**src/rtl/core/vector_rmse_accumulator_unit_macros.svh**
```systemverilog
// Assertion macros used by the RMSE accumulator controller RTL.
`ifndef VECTOR_RMSE_ACCUMULATOR_UNIT_MACROS_SVH
`define VECTOR_RMSE_ACCUMULATOR_UNIT_MACROS_SVH
`ifndef NO_ASSERTIONS
`define VRMSE_ASSERT(lbl, prop, msg) \
  lbl: assert property (@(posedge clk_i) disable iff (!rst_ni) (prop)) else $error(msg);
`define VRMSE_ASSERT_NEVER(lbl, expr, msg) \
  lbl: assert property (@(posedge clk_i) disable iff (!rst_ni) !(expr)) else $error(msg);
`else
`define VRMSE_ASSERT(lbl, prop, msg)
`define VRMSE_ASSERT_NEVER(lbl, expr, msg)
`endif
`endif

```
**src/rtl/core/vrmse_pkg.sv**
```systemverilog
// Shared constants and controller/datapath interface types for the RMSE accumulator.
`timescale 1ns / 1ps
package vrmse_pkg;

  localparam int unsigned LANES      = 4;
  localparam int unsigned LANE_W     = 2;
  localparam int unsigned SAMPLE_W   = 16;
  localparam int unsigned SQ_W       = 32;
  localparam int unsigned SUM_W      = 44;
  localparam int unsigned ROOT_W     = SUM_W / 2;
  localparam int unsigned RMSE_W     = 16;
  localparam int unsigned TOTAL_W    = 11;
  localparam int unsigned DIV_STEP_W = $clog2(SUM_W);
  localparam int unsigned SQ_STEP_W  = $clog2(ROOT_W);

  localparam logic [LANE_W-1:0] LAST_LANE = LANE_W'(LANES - 1);

  typedef logic [LANES-1:0][SAMPLE_W-1:0] sample_vec_t;
  typedef logic [LANES-1:0][RMSE_W-1:0]   rmse_vec_t;

  typedef struct packed {
    logic              accept;
    logic              clear;
    logic              div_start;
    logic              sqrt_start;
    logic              root_we;
    logic              emit;
    logic [LANE_W-1:0] lane;
  } vrmse_cmd_t;

  typedef struct packed {
    logic div_done;
    logic sqrt_done;
  } vrmse_stat_t;

endpackage

```
**src/rtl/core/vrmse_ctrl.sv**
```systemverilog
// Sequencing state machine: accumulation, per-lane divide and square root, result strobe.
`timescale 1ns / 1ps
`include "vector_rmse_accumulator_unit_macros.svh"
module vrmse_ctrl (
  input  logic                  clk_i,
  input  logic                  rst_ni,
  input  logic                  start,
  input  logic                  last_sample_i,
  output logic                  busy,
  input  vrmse_pkg::vrmse_stat_t stat_i,
  output vrmse_pkg::vrmse_cmd_t  cmd_o
);
  import vrmse_pkg::*;

  localparam logic [2:0] S_ACC   = 3'd0;
  localparam logic [2:0] S_FLUSH = 3'd1;
  localparam logic [2:0] S_DIVGO = 3'd2;
  localparam logic [2:0] S_DIVW  = 3'd3;
  localparam logic [2:0] S_SQGO  = 3'd4;
  localparam logic [2:0] S_SQW   = 3'd5;
  localparam logic [2:0] S_OUT   = 3'd6;

  logic [2:0]        state_q, state_d;
  logic [LANE_W-1:0] lane_q, lane_d;
  logic              accept;

  assign busy   = (state_q != S_ACC);
  assign accept = start && !busy;

  always_comb begin
    state_d          = state_q;
    lane_d           = lane_q;
    cmd_o            = '0;
    cmd_o.accept     = accept;
    cmd_o.lane       = lane_q;
    case (state_q)
      S_ACC: begin
        if (accept && last_sample_i) state_d = S_FLUSH;
      end
      S_FLUSH: begin
        lane_d  = '0;
        state_d = S_DIVGO;
      end
      S_DIVGO: begin
        cmd_o.div_start = 1'b1;
        state_d         = S_DIVW;
      end
      S_DIVW: begin
        if (stat_i.div_done) state_d = S_SQGO;
      end
      S_SQGO: begin
        cmd_o.sqrt_start = 1'b1;
        state_d          = S_SQW;
      end
      S_SQW: begin
        if (stat_i.sqrt_done) begin
          cmd_o.root_we = 1'b1;
          if (lane_q == LAST_LANE) begin
            state_d = S_OUT;
          end else begin
            lane_d  = lane_q + 1'b1;
            state_d = S_DIVGO;
          end
        end
      end
      S_OUT: begin
        cmd_o.emit  = 1'b1;
        cmd_o.clear = 1'b1;
        state_d     = S_ACC;
      end
      default: begin
        state_d = S_ACC;
      end
    endcase
  end

  always_ff @(posedge clk_i or negedge rst_ni) begin
    if (!rst_ni) begin
      state_q <= S_ACC;
      lane_q  <= '0;
    end else begin
      state_q <= state_d;
      lane_q  <= lane_d;
    end
  end

  `VRMSE_ASSERT(a_emit_single, cmd_o.emit |=> !cmd_o.emit, "result strobe held two cycles")
  `VRMSE_ASSERT(a_last_busy, (accept && last_sample_i) |=> busy, "not busy after last sample")
  `VRMSE_ASSERT(a_div_done_wait, stat_i.div_done |-> (state_q == S_DIVW), "divide done unexpected")
  `VRMSE_ASSERT_NEVER(a_sq_done_stray, stat_i.sqrt_done && (state_q != S_SQW),
                      "square root done unexpected")

endmodule

```
**src/rtl/core/vrmse_div.sv**
```systemverilog
// Restoring divider, one quotient bit per cycle.
`timescale 1ns / 1ps
module vrmse_div #(
  parameter int unsigned DIVISOR_W = 11
) (
  input  logic                        clk_i,
  input  logic                        rst_ni,
  input  logic                        start_i,
  input  logic [vrmse_pkg::SUM_W-1:0] dividend_i,
  input  logic [DIVISOR_W-1:0]        divisor_i,
  output logic [vrmse_pkg::SUM_W-1:0] quot_o,
  output logic                        done_o
);
  import vrmse_pkg::*;

  logic [SUM_W-1:0]      quo_q;
  logic [DIVISOR_W-1:0]  rem_q, dvs_q;
  logic [DIV_STEP_W-1:0] step_q;
  logic                  run_q, done_q;
  logic [DIVISOR_W:0]    trial, diff;
  logic                  fits;

  assign trial = {rem_q, quo_q[SUM_W-1]};
  assign fits  = (trial >= {1'b0, dvs_q});
  assign diff  = trial - {1'b0, dvs_q};

  always_ff @(posedge clk_i or negedge rst_ni) begin
    if (!rst_ni) begin
      run_q  <= 1'b0;
      done_q <= 1'b0;
      step_q <= '0;
    end else begin
      done_q <= 1'b0;
      if (start_i) begin
        run_q  <= 1'b1;
        step_q <= DIV_STEP_W'(SUM_W - 1);
      end else if (run_q) begin
        step_q <= step_q - 1'b1;
        if (step_q == '0) begin
          run_q  <= 1'b0;
          done_q <= 1'b1;
        end
      end
    end
  end

  always_ff @(posedge clk_i) begin
    if (start_i) begin
      quo_q <= dividend_i;
      rem_q <= '0;
      dvs_q <= divisor_i;
    end else if (run_q) begin
      quo_q <= {quo_q[SUM_W-2:0], fits};
      rem_q <= fits ? diff[DIVISOR_W-1:0] : trial[DIVISOR_W-1:0];
    end
  end

  assign quot_o = quo_q;
  assign done_o = done_q;

endmodule

```
**src/rtl/core/vrmse_sqrt.sv**
```systemverilog
// Floor integer square root, one result bit per cycle.
`timescale 1ns / 1ps
module vrmse_sqrt (
  input  logic                         clk_i,
  input  logic                         rst_ni,
  input  logic                         start_i,
  input  logic [vrmse_pkg::SUM_W-1:0]  rad_i,
  output logic [vrmse_pkg::ROOT_W-1:0] root_o,
  output logic                         done_o
);
  import vrmse_pkg::*;

  logic [SUM_W-1:0]     rad_q;
  logic [ROOT_W:0]      rem_q;
  logic [ROOT_W-1:0]    root_q;
  logic [SQ_STEP_W-1:0] step_q;
  logic                 run_q, done_q;
  logic [ROOT_W+2:0]    part, trial, diff;
  logic                 fits;

  assign part  = {rem_q, rad_q[SUM_W-1:SUM_W-2]};
  assign trial = {1'b0, root_q, 2'b01};
  assign fits  = (part >= trial);
  assign diff  = part - trial;

  always_ff @(posedge clk_i or negedge rst_ni) begin
    if (!rst_ni) begin
      run_q  <= 1'b0;
      done_q <= 1'b0;
      step_q <= '0;
    end else begin
      done_q <= 1'b0;
      if (start_i) begin
        run_q  <= 1'b1;
        step_q <= SQ_STEP_W'(ROOT_W - 1);
      end else if (run_q) begin
        step_q <= step_q - 1'b1;
        if (step_q == '0) begin
          run_q  <= 1'b0;
          done_q <= 1'b1;
        end
      end
    end
  end

  always_ff @(posedge clk_i) begin
    if (start_i) begin
      rad_q  <= rad_i;
      rem_q  <= '0;
      root_q <= '0;
    end else if (run_q) begin
      rad_q  <= {rad_q[SUM_W-3:0], 2'b00};
      rem_q  <= fits ? diff[ROOT_W:0] : part[ROOT_W:0];
      root_q <= {root_q[ROOT_W-2:0], fits};
    end
  end

  assign root_o = root_q;
  assign done_o = done_q;

endmodule

```
**src/rtl/core/vrmse_dpath.sv**
```systemverilog
// Datapath: residual squaring lanes, saturating sums, sample count and shared divide/root.
`timescale 1ns / 1ps
module vrmse_dpath #(
  parameter int unsigned MAX_SAMPLES = 1024,
  parameter int unsigned CNT_W       = 11
) (
  input  logic                           clk_i,
  input  logic                           rst_ni,
  input  vrmse_pkg::vrmse_cmd_t          cmd_i,
  output vrmse_pkg::vrmse_stat_t         stat_o,
  input  vrmse_pkg::sample_vec_t         est_i,
  input  vrmse_pkg::sample_vec_t         truth_i,
  output vrmse_pkg::rmse_vec_t           rmse_o,
  output logic [vrmse_pkg::TOTAL_W-1:0]  sample_total_o,
  output logic                           overflow_o
);
  import vrmse_pkg::*;

  logic [CNT_W-1:0]              cnt_q;
  logic                          dropped_q;
  logic                          take;
  logic [LANES-1:0][SQ_W-1:0]    sq_q;
  logic                          sq_vld_q;
  logic [LANES-1:0][SUM_W-1:0]   sum_q;
  logic [LANES-1:0][SAMPLE_W:0]  mag;
  logic [LANES-1:0][SUM_W:0]     sum_add;
  rmse_vec_t                     rmse_q;
  logic [SUM_W-1:0]              quot;
  logic [ROOT_W-1:0]             root;
  logic [CNT_W+TOTAL_W-1:0]      cnt_ext;
  logic                          div_done;
  logic                          sqrt_done;

  assign take = cmd_i.accept && (cnt_q < CNT_W'(MAX_SAMPLES));

  always_comb begin
    for (int c = 0; c < LANES; c++) begin
      logic [SAMPLE_W:0] res;
      res     = {est_i[c][SAMPLE_W-1], est_i[c]} - {truth_i[c][SAMPLE_W-1], truth_i[c]};
      mag[c]  = res[SAMPLE_W] ? (~res + 1'b1) : res;
      sum_add[c] = {1'b0, sum_q[c]} + (SUM_W + 1)'(sq_q[c]);
    end
  end

  always_ff @(posedge clk_i) begin
    for (int c = 0; c < LANES; c++) begin
      sq_q[c] <= mag[c][SAMPLE_W-1:0] * mag[c][SAMPLE_W-1:0];
    end
  end

  always_ff @(posedge clk_i or negedge rst_ni) begin
    if (!rst_ni) begin
      cnt_q     <= '0;
      dropped_q <= 1'b0;
      sq_vld_q  <= 1'b0;
      sum_q     <= '0;
    end else begin
      sq_vld_q <= take;
      if (cmd_i.clear) begin
        cnt_q     <= '0;
        dropped_q <= 1'b0;
        sum_q     <= '0;
      end else begin
        if (take) cnt_q <= cnt_q + 1'b1;
        if (cmd_i.accept && !take) dropped_q <= 1'b1;
        if (sq_vld_q) begin
          for (int c = 0; c < LANES; c++) begin
            sum_q[c] <= sum_add[c][SUM_W] ? '1 : sum_add[c][SUM_W-1:0];
          end
        end
      end
    end
  end

  vrmse_div #(
    .DIVISOR_W(CNT_W)
  ) u_div (
    .clk_i      (clk_i),
    .rst_ni     (rst_ni),
    .start_i    (cmd_i.div_start),
    .dividend_i (sum_q[cmd_i.lane]),
    .divisor_i  (cnt_q),
    .quot_o     (quot),
    .done_o     (div_done)
  );

  vrmse_sqrt u_sqrt (
    .clk_i   (clk_i),
    .rst_ni  (rst_ni),
    .start_i (cmd_i.sqrt_start),
    .rad_i   (quot),
    .root_o  (root),
    .done_o  (sqrt_done)
  );

  assign stat_o = '{div_done: div_done, sqrt_done: sqrt_done};

  always_ff @(posedge clk_i) begin
    if (cmd_i.root_we) rmse_q[cmd_i.lane] <= root[RMSE_W-1:0];
  end

  assign cnt_ext        = (CNT_W + TOTAL_W)'(cnt_q);
  assign rmse_o         = rmse_q;
  assign sample_total_o = cnt_ext[TOTAL_W-1:0];
  assign overflow_o     = dropped_q;

endmodule

```
**src/rtl/core/vector_rmse_accumulator_unit.sv**
```systemverilog
// Top level of the 4-component RMSE accumulator: controller plus datapath.
// Timing: a sample without the last mark is one transfer per cycle, back to back.
// A last-marked sample holds busy high until done_o, which marks the last busy cycle:
// a flush state, then per component a divide start and wait and a root start and wait.
// The receiver cannot stall; a result is valid only in the done_o cycle.
// Reset (async, active low) clears the sums, sample count, overflow flag and controller.
`timescale 1ns / 1ps
module vector_rmse_accumulator_unit #(
  parameter int unsigned MAX_SAMPLES = 1024
) (
  input  logic                          clk_i,
  input  logic                          rst_ni,
  input  logic                          start,
  output logic                          busy,
  input  logic [vrmse_pkg::SAMPLE_W-1:0] est_0_i,
  input  logic [vrmse_pkg::SAMPLE_W-1:0] est_1_i,
  input  logic [vrmse_pkg::SAMPLE_W-1:0] est_2_i,
  input  logic [vrmse_pkg::SAMPLE_W-1:0] est_3_i,
  input  logic [vrmse_pkg::SAMPLE_W-1:0] truth_0_i,
  input  logic [vrmse_pkg::SAMPLE_W-1:0] truth_1_i,
  input  logic [vrmse_pkg::SAMPLE_W-1:0] truth_2_i,
  input  logic [vrmse_pkg::SAMPLE_W-1:0] truth_3_i,
  input  logic                          last_sample_i,
  output logic                          done_o,
  output logic [vrmse_pkg::RMSE_W-1:0]  rmse_0_o,
  output logic [vrmse_pkg::RMSE_W-1:0]  rmse_1_o,
  output logic [vrmse_pkg::RMSE_W-1:0]  rmse_2_o,
  output logic [vrmse_pkg::RMSE_W-1:0]  rmse_3_o,
  output logic [vrmse_pkg::TOTAL_W-1:0] sample_total_o,
  output logic                          overflow_o
);
  import vrmse_pkg::*;

  // The counter must hold MAX_SAMPLES itself, so one value more than the largest index.
  localparam int unsigned CNT_W = $clog2(MAX_SAMPLES + 1);

  vrmse_cmd_t  cmd;
  vrmse_stat_t stat;
  sample_vec_t est, truth;
  rmse_vec_t   rmse;

  // Components are packed into lanes so the datapath can treat them uniformly.
  assign est   = {est_3_i, est_2_i, est_1_i, est_0_i};
  assign truth = {truth_3_i, truth_2_i, truth_1_i, truth_0_i};

  // The controller owns the handshake: a transfer happens when start is high and busy
  // is low. After a last-marked sample it walks the four components through the
  // shared divide and root units, then pulses done_o and clears the accumulators.
  vrmse_ctrl u_ctrl (
    .clk_i         (clk_i),
    .rst_ni        (rst_ni),
    .start         (start),
    .last_sample_i (last_sample_i),
    .busy          (busy),
    .stat_i        (stat),
    .cmd_o         (cmd)
  );

  // The datapath squares the residuals in one stage and adds them to saturating
  // sums in the next; samples beyond capacity only set the overflow flag.
  vrmse_dpath #(
    .MAX_SAMPLES (MAX_SAMPLES),
    .CNT_W       (CNT_W)
  ) u_dpath (
    .clk_i          (clk_i),
    .rst_ni         (rst_ni),
    .cmd_i          (cmd),
    .stat_o         (stat),
    .est_i          (est),
    .truth_i        (truth),
    .rmse_o         (rmse),
    .sample_total_o (sample_total_o),
    .overflow_o     (overflow_o)
  );

  assign done_o   = cmd.emit;
  assign rmse_0_o = rmse[0];
  assign rmse_1_o = rmse[1];
  assign rmse_2_o = rmse[2];
  assign rmse_3_o = rmse[3];

endmodule

```
**config.mk**
```make
export PLATFORM = sky130hd
export DESIGN_NAME = vector_rmse_accumulator_unit
export DESIGN_NICKNAME = d
export VERILOG_FILES = /design/src/rtl/core/vrmse_pkg.sv /design/src/rtl/core/vrmse_ctrl.sv /design/src/rtl/core/vrmse_div.sv /design/src/rtl/core/vrmse_sqrt.sv /design/src/rtl/core/vrmse_dpath.sv /design/src/rtl/core/vector_rmse_accumulator_unit.sv
export VERILOG_INCLUDE_DIRS = /design/src /design/src/rtl/core
export SDC_FILE = /design/constraint.sdc
export NUM_CORES = 2
export LEC_CHECK = 0
export BUFFER_PORTS_ARGS = -buffer_cell sky130_fd_sc_hd__buf_2
export CELL_PAD_IN_SITES_DETAIL_PLACEMENT = 1
export CELL_PAD_IN_SITES_GLOBAL_PLACEMENT = 1
export CORE_ASPECT_RATIO = 1.25
export CORE_MARGIN = 4
export CORE_UTILIZATION = 50
export CTS_CLUSTER_DIAMETER = 100
export DETAILED_ROUTE_END_ITERATION = 12
export PLACE_DENSITY = 0.91
export SKIP_LAST_GASP = 1
export SLEW_MARGIN = 0
export SYNTH_ARGS = -nofsm -noshare
export SYNTH_HDL_FRONTEND = slang
export SYNTH_SLANG_ARGS = --single-unit
```
**constraint.sdc**
```tcl
create_clock -name clk_i -period 4.7 [get_ports clk_i]
set_clock_uncertainty 0.05 [all_clocks]
set_input_delay 0.94 -clock clk_i [delete_from_list [all_inputs] [get_ports clk_i]]
set_output_delay 0.94 -clock clk_i [all_outputs]
set_load 0.01 [all_outputs]
```
==> key figures, run 1 <==
CTS
  – H-tree depth: 2
  – Clock Tree Buf Depth: 3
  – Number of buffers created by CTS: 54
  – CTS Hold Bufs: 0
  – Clk root buf: clkbuf_16
  – Clock Sinks: 552

Synth
  – Top-area cell type share of the netlist area: 21.6%
  – Area share of fa/ha/maj cells after synthesis: 34.5%
  – Sequential-to-total area share from yosys stat: 22.6%
  – Syn nets: 8112
  – Synth warnings: 0
  – Synth Instances: 6702
  – Compound-Gate Fraction of Synth Area: 13.0%
  – Yosys cell types: 98
  – Simple-Gate Fraction of Synth Area: 12.9%
  – Largest family of logic cells by synthesized area: adder cells
  – Syn Std Cell Area: 60600 µm²
  – Synth Area in XOR/XNOR: 5.67%
  – Multiplexer share of the synthesized area: 2.81%
  – Mean Syn Cell Area: 9.05 µm²
  – Post-synth EDFFs: 163
  – Dominant synthesized flop cell: dfrtp_1
  – Biggest area consumer among synthesized cells: fa_1
  – Async S/R FF share, synth: 37.9%
  – Number of synthesized register bits: 552
  – Synth top area cells: fa_1, ha_1, dfrtp_1

Global route
  – Largest net degree at the start of global routing: 87
  – Gr ovfl total: 31
  – GRT Total Usage: 73.7%

Placed design
  – DP Worst Slack: -5270 ps
  – Final GP Congestion: 0.955
  – Area after DPL: 72500 µm²
  – Placed wire-length estimate: 195 mm
  – Placed insts: 9308
  – Port Buffers: 209

Floorplan
  – Die Y: 397 µm
  – Die W: 319 µm
  – Top Ports: 210
  – Initial Utilization: 50.5%
  – Row cnt: 142

Status
  – Status: stopped before the end
  – Halt Stage: global routing (5_1_grt)
  – Error msg: [ERROR GRT-0232] Routing congestion too high. Check the congestion heatmap in the GUI.
-- Yosys cell counts (14+ instances only) --
| cell | n |
|---|---|
| nand4_1 | 37 |
| buf_1 | 14 |
| nor3_1 | 91 |
| nor2_1 | 559 |
| clkbuf_1 | 155 |
| edfxtp_1 | 163 |
| mux4_2 | 44 |
| xnor2_1 | 242 |
| nor4_1 | 15 |
| and4_1 | 14 |
| a21oi_1 | 361 |
| fa_1 | 653 |
| o21bai_1 | 40 |
| or3_1 | 27 |
| o21ai_1 | 16 |
| dfxtp_1 | 180 |
| or2_2 | 22 |
| dfrtp_1 | 209 |
| and3_1 | 48 |
| a21o_1 | 135 |
| mux2i_1 | 62 |
| a31oi_1 | 117 |
| ha_1 | 625 |
| nor2b_1 | 57 |
| and2_1 | 51 |
| nand3_1 | 82 |
| nand2b_1 | 57 |
| xor2_1 | 120 |
| o211ai_1 | 22 |
| a21boi_0 | 20 |
| o21ai_0 | 313 |
| o21a_1 | 67 |
| nand2_1 | 653 |
| a211oi_1 | 32 |
| inv_2 | 20 |
| inv_1 | 1145 |
| o31ai_1 | 15 |
-- timing repair --
action,CTS
resized for setup,430
setup endpoints to repair,154
pin swaps,303
buffers inserted,128
gates cloned,1
-- metal layers --
| layer | overflow | track usage (%) |
|---|---|---|
| met3 | 3 | 62.5 |
| met2 | 13 | 89.1 |
| met4 | 15 | 78.6 |
| met5 | 0 | 46.1 |
| met1 | 0 | 68.0 |
-- metrics by stage --
stage	util, %	TNS, ps
after floorplan	-	-339210
after detailed placement	60.4	-449060
after global placement	60.4	-393120
after CTS	64.2	-362230
-- kinds of logic after synthesis --
group | Yosys count
simple gates | 1751
buf+inv | 1359
fa+ha+maj | 1278
compound gates | 1271
flops | 552
xor+xnor | 377
mux | 114
==> run 2, diff against run 1 <==
--- a/config.mk
+++ b/config.mk
@@ -7,14 +7,10 @@
 export NUM_CORES = 2
 export LEC_CHECK = 0
 export BUFFER_PORTS_ARGS = -buffer_cell sky130_fd_sc_hd__buf_2
-export CELL_PAD_IN_SITES_DETAIL_PLACEMENT = 1
-export CELL_PAD_IN_SITES_GLOBAL_PLACEMENT = 1
-export CORE_ASPECT_RATIO = 1.25
 export CORE_MARGIN = 4
-export CORE_UTILIZATION = 50
-export CTS_CLUSTER_DIAMETER = 100
+export CORE_UTILIZATION = 40
 export DETAILED_ROUTE_END_ITERATION = 12
-export PLACE_DENSITY = 0.91
+export PLACE_DENSITY_LB_ADDON = 0.15
 export SKIP_LAST_GASP = 1
 export SLEW_MARGIN = 0
 export SYNTH_ARGS = -nofsm -noshare
==> run 2 against run 1 <==
The flow now finishes, with violations (setup timing); synthesized area unchanged; synthesized cell count unchanged.
==> key figures, run 2 <==
Global route
  – Initial antenna violation count: 14
  – Gr ovfl total: 0
  – Global-route wire length before repair: 261 mm
  – Largest net degree at the start of global routing: 84
  – GRT Total Usage: 20.1%
  – Vias in the first global route: 51500

Floorplan
  – Core box area: 150000 µm²
  – Die Y: 397 µm
  – Initial Utilization: 40.3%
  – Row cnt: 142
  – Die W: 397 µm
  – Top Ports: 210
  – Die Area: 158000 µm²

Cells and area
  – Layout Utilization: 52.9%
  – Largest reg by FF count: u_dpath.sum_q
  – Most frequent cells in the layout: buf_4, inv_1, fa_1
  – Area growth syn-to-layout: 31.1%
  – Commonest non-fill, non-tap cell in the layout: buf_4
  – Max reg flops: 176
  – Share of cells above drive strength 1: 28.3%
  – Nets: 9409
  – Layout Cells excl Fill: 10100
  – # fillers: 13900

STA
  – Max_slew headroom: 22.1%
  – Slew Viols, Final: 0
  – Worst slew pin tran: 1160 ps
  – Final setup slack of the worst path: -4060 ps
  – Crit path time final: 8760 ps
  – Endpoints failing hold: 0
  – Worst hold slack: 269 ps
  – Setup violators final: 112
  – Setup repair after global routing missed its margin: yes
  – FMAX: 114 MHz
  – Final Cycle Share: 186%

Synth
  – Syn nets: 8112
  – Synth top cells by count: inv_1, fa_1, nand2_1, ha_1, nor2_1
  – Async S/R FF share, synth: 37.9%
  – Yosys cell types: 98
  – Synth top area cells: fa_1, ha_1, dfrtp_1
  – Synth warnings: 0
  – Post-synth EDFFs: 163
  – Synth Instances: 6702
  – Cell with the most instances after synthesis: inv_1
  – Top-area cell type share of the netlist area: 21.6%
  – Sequential-to-total area share from yosys stat: 22.6%
  – Number of synthesized register bits: 552
  – Mean Syn Cell Area: 9.05 µm²
  – Syn Std Cell Area: 60600 µm²
  – Biggest area consumer among synthesized cells: fa_1
  – Dominant synthesized flop cell: dfrtp_1

Status
  – Failing checks: setup timing
  – Status: complete, but fails checks

CTS
  – H-tree depth: 3
  – Clock Tree Buf Depth: 3
  – TritonCTS clock tree: yes
  – CTS Hold Bufs: 0
  – Reg clk slew, reported paths: 60 ps
  – Skew-Pair Late Insertion Delay: 620 ps
  – Number of buffers created by CTS: 66
  – Clock Sinks: 552
  – Clk root buf: clkbuf_16

Critical path
  – CP startpoint kind: input pin
  – WS Path Type: in2reg
  – Max incr delay on CP: 540 ps
  – Worst EP required: 5190 ps
  – CP endpoint kind: register
  – Cell repeated most along the worst path: fa_1
  – WP buf/inv: 8
  – Slowest CP cell: fa_1
  – Largest delay contributor family on the critical path: compound AO/OA/AOI/OAI gates
  – CP arrival: 9240 ps
  – Critical path fanouts, max: 5

Job
  – Max cap viols: 0

Placed design
  – Final GP Congestion: 0.876
  – Placed wire-length estimate: 128 mm
  – Port Buffers: 209
  – Placed insts: 9780

Routing
  – Routed len/inst: 15.8 µm
  – Via/cell ratio: 4.96
  – Antenna violation net count after detailed routing: 0
  – 1st-pass router iterations: 5
  – Residual DRC count: 0
  – Final WL: 159 mm
  – Via count: 50000
  – Initial detailed-routing violation count: 2483

Worst hold path
  – Hold Path Class: in2async
run 2: cell counts after synthesis:
Identical to the previous run, type by type.
run 2: final timing paths:
path | from | to | slack (ps) | cells past startpoint
min in group clk_i | u_dpath.u_div.rem_q[10]$_SDFFE_PP0P_ | u_dpath.u_div.rem_q[10]$_SDFFE_PP0P_ | 420 | 2
hold / removal | rst_ni | u_dpath.sample_total_o[5]$_DFFE_PN0P_ | 270 | 1
hold reg to reg | u_dpath.u_div.rem_q[10]$_SDFFE_PP0P_ | u_dpath.u_div.rem_q[10]$_SDFFE_PP0P_ | 420 | 2
setup reg to reg | u_dpath.sum_q[0]$_DFFE_PN0P_ | u_dpath.sum_q[33]$_DFFE_PN0P_ | 530 | 15
setup / recovery | est_1_i[0] | u_dpath.sq_q[62]$_DFF_P_ | -4060 | 42
max in group asynchronous | rst_ni | u_ctrl.lane_q[0]$_DFFE_PN0P_ | 3350 | 2
run 2: metrics by stage:
step	setup slack (ps)	area [µm²]	setup TNS (ps)
after floorplan	-4450	62700	-339210
after global placement	-4760	73400	-401990
after detailed placement	-5020	73400	-410120
after CTS	-4050	78100	-316650
after global routing	-4380	79500	-353260
final	-4060	79500	-321240
run 2: cells by family after synthesis:
group                    Yosys count  synth area share (%)
XOR/XNOR                         377                  5.67
multiplexers                     114                  2.81
flip-flops                       552                  22.6
AND/OR/NAND/NOR                 1751                  12.9
AO/OA/AOI/OAI                   1271                  13.0
buffers and inverters           1359                  8.46
adder cells (fa/ha/maj)         1278                  34.5
run 2: area by class of cell:
type                    count  area [µm²]  area share, %
diodes                      2        5.00        0.00630
clock buffers              90        1870           2.35
clock inverters            32         458          0.576
inverters                1177        4540           5.71
multi-input cells        4791       45600           57.3
flip-flops and latches    552       13700           17.3
well taps                2016        2520           3.17
repair buffers           1411       10800           13.6
run 2: routing by layer:
metal | share of wire [%] | global-route usage, %
met1 | 45 | 27.1
met2 | 48 | 34.4
met3 | 4.7 | 2.77
met4 | 2.0 | 4.31
met5 | 0.011 | 0
run 2: repair_timing:
item                                    CTS  global route
gates resized for setup                 343           232
buffers inserted                        133            81
endpoints found under the setup margin  112           113
pin swaps                               307           251
Power of run 2 is not shown: default switching activity piles up to over one toggle a cycle in this logic, so the estimate is an artifact.
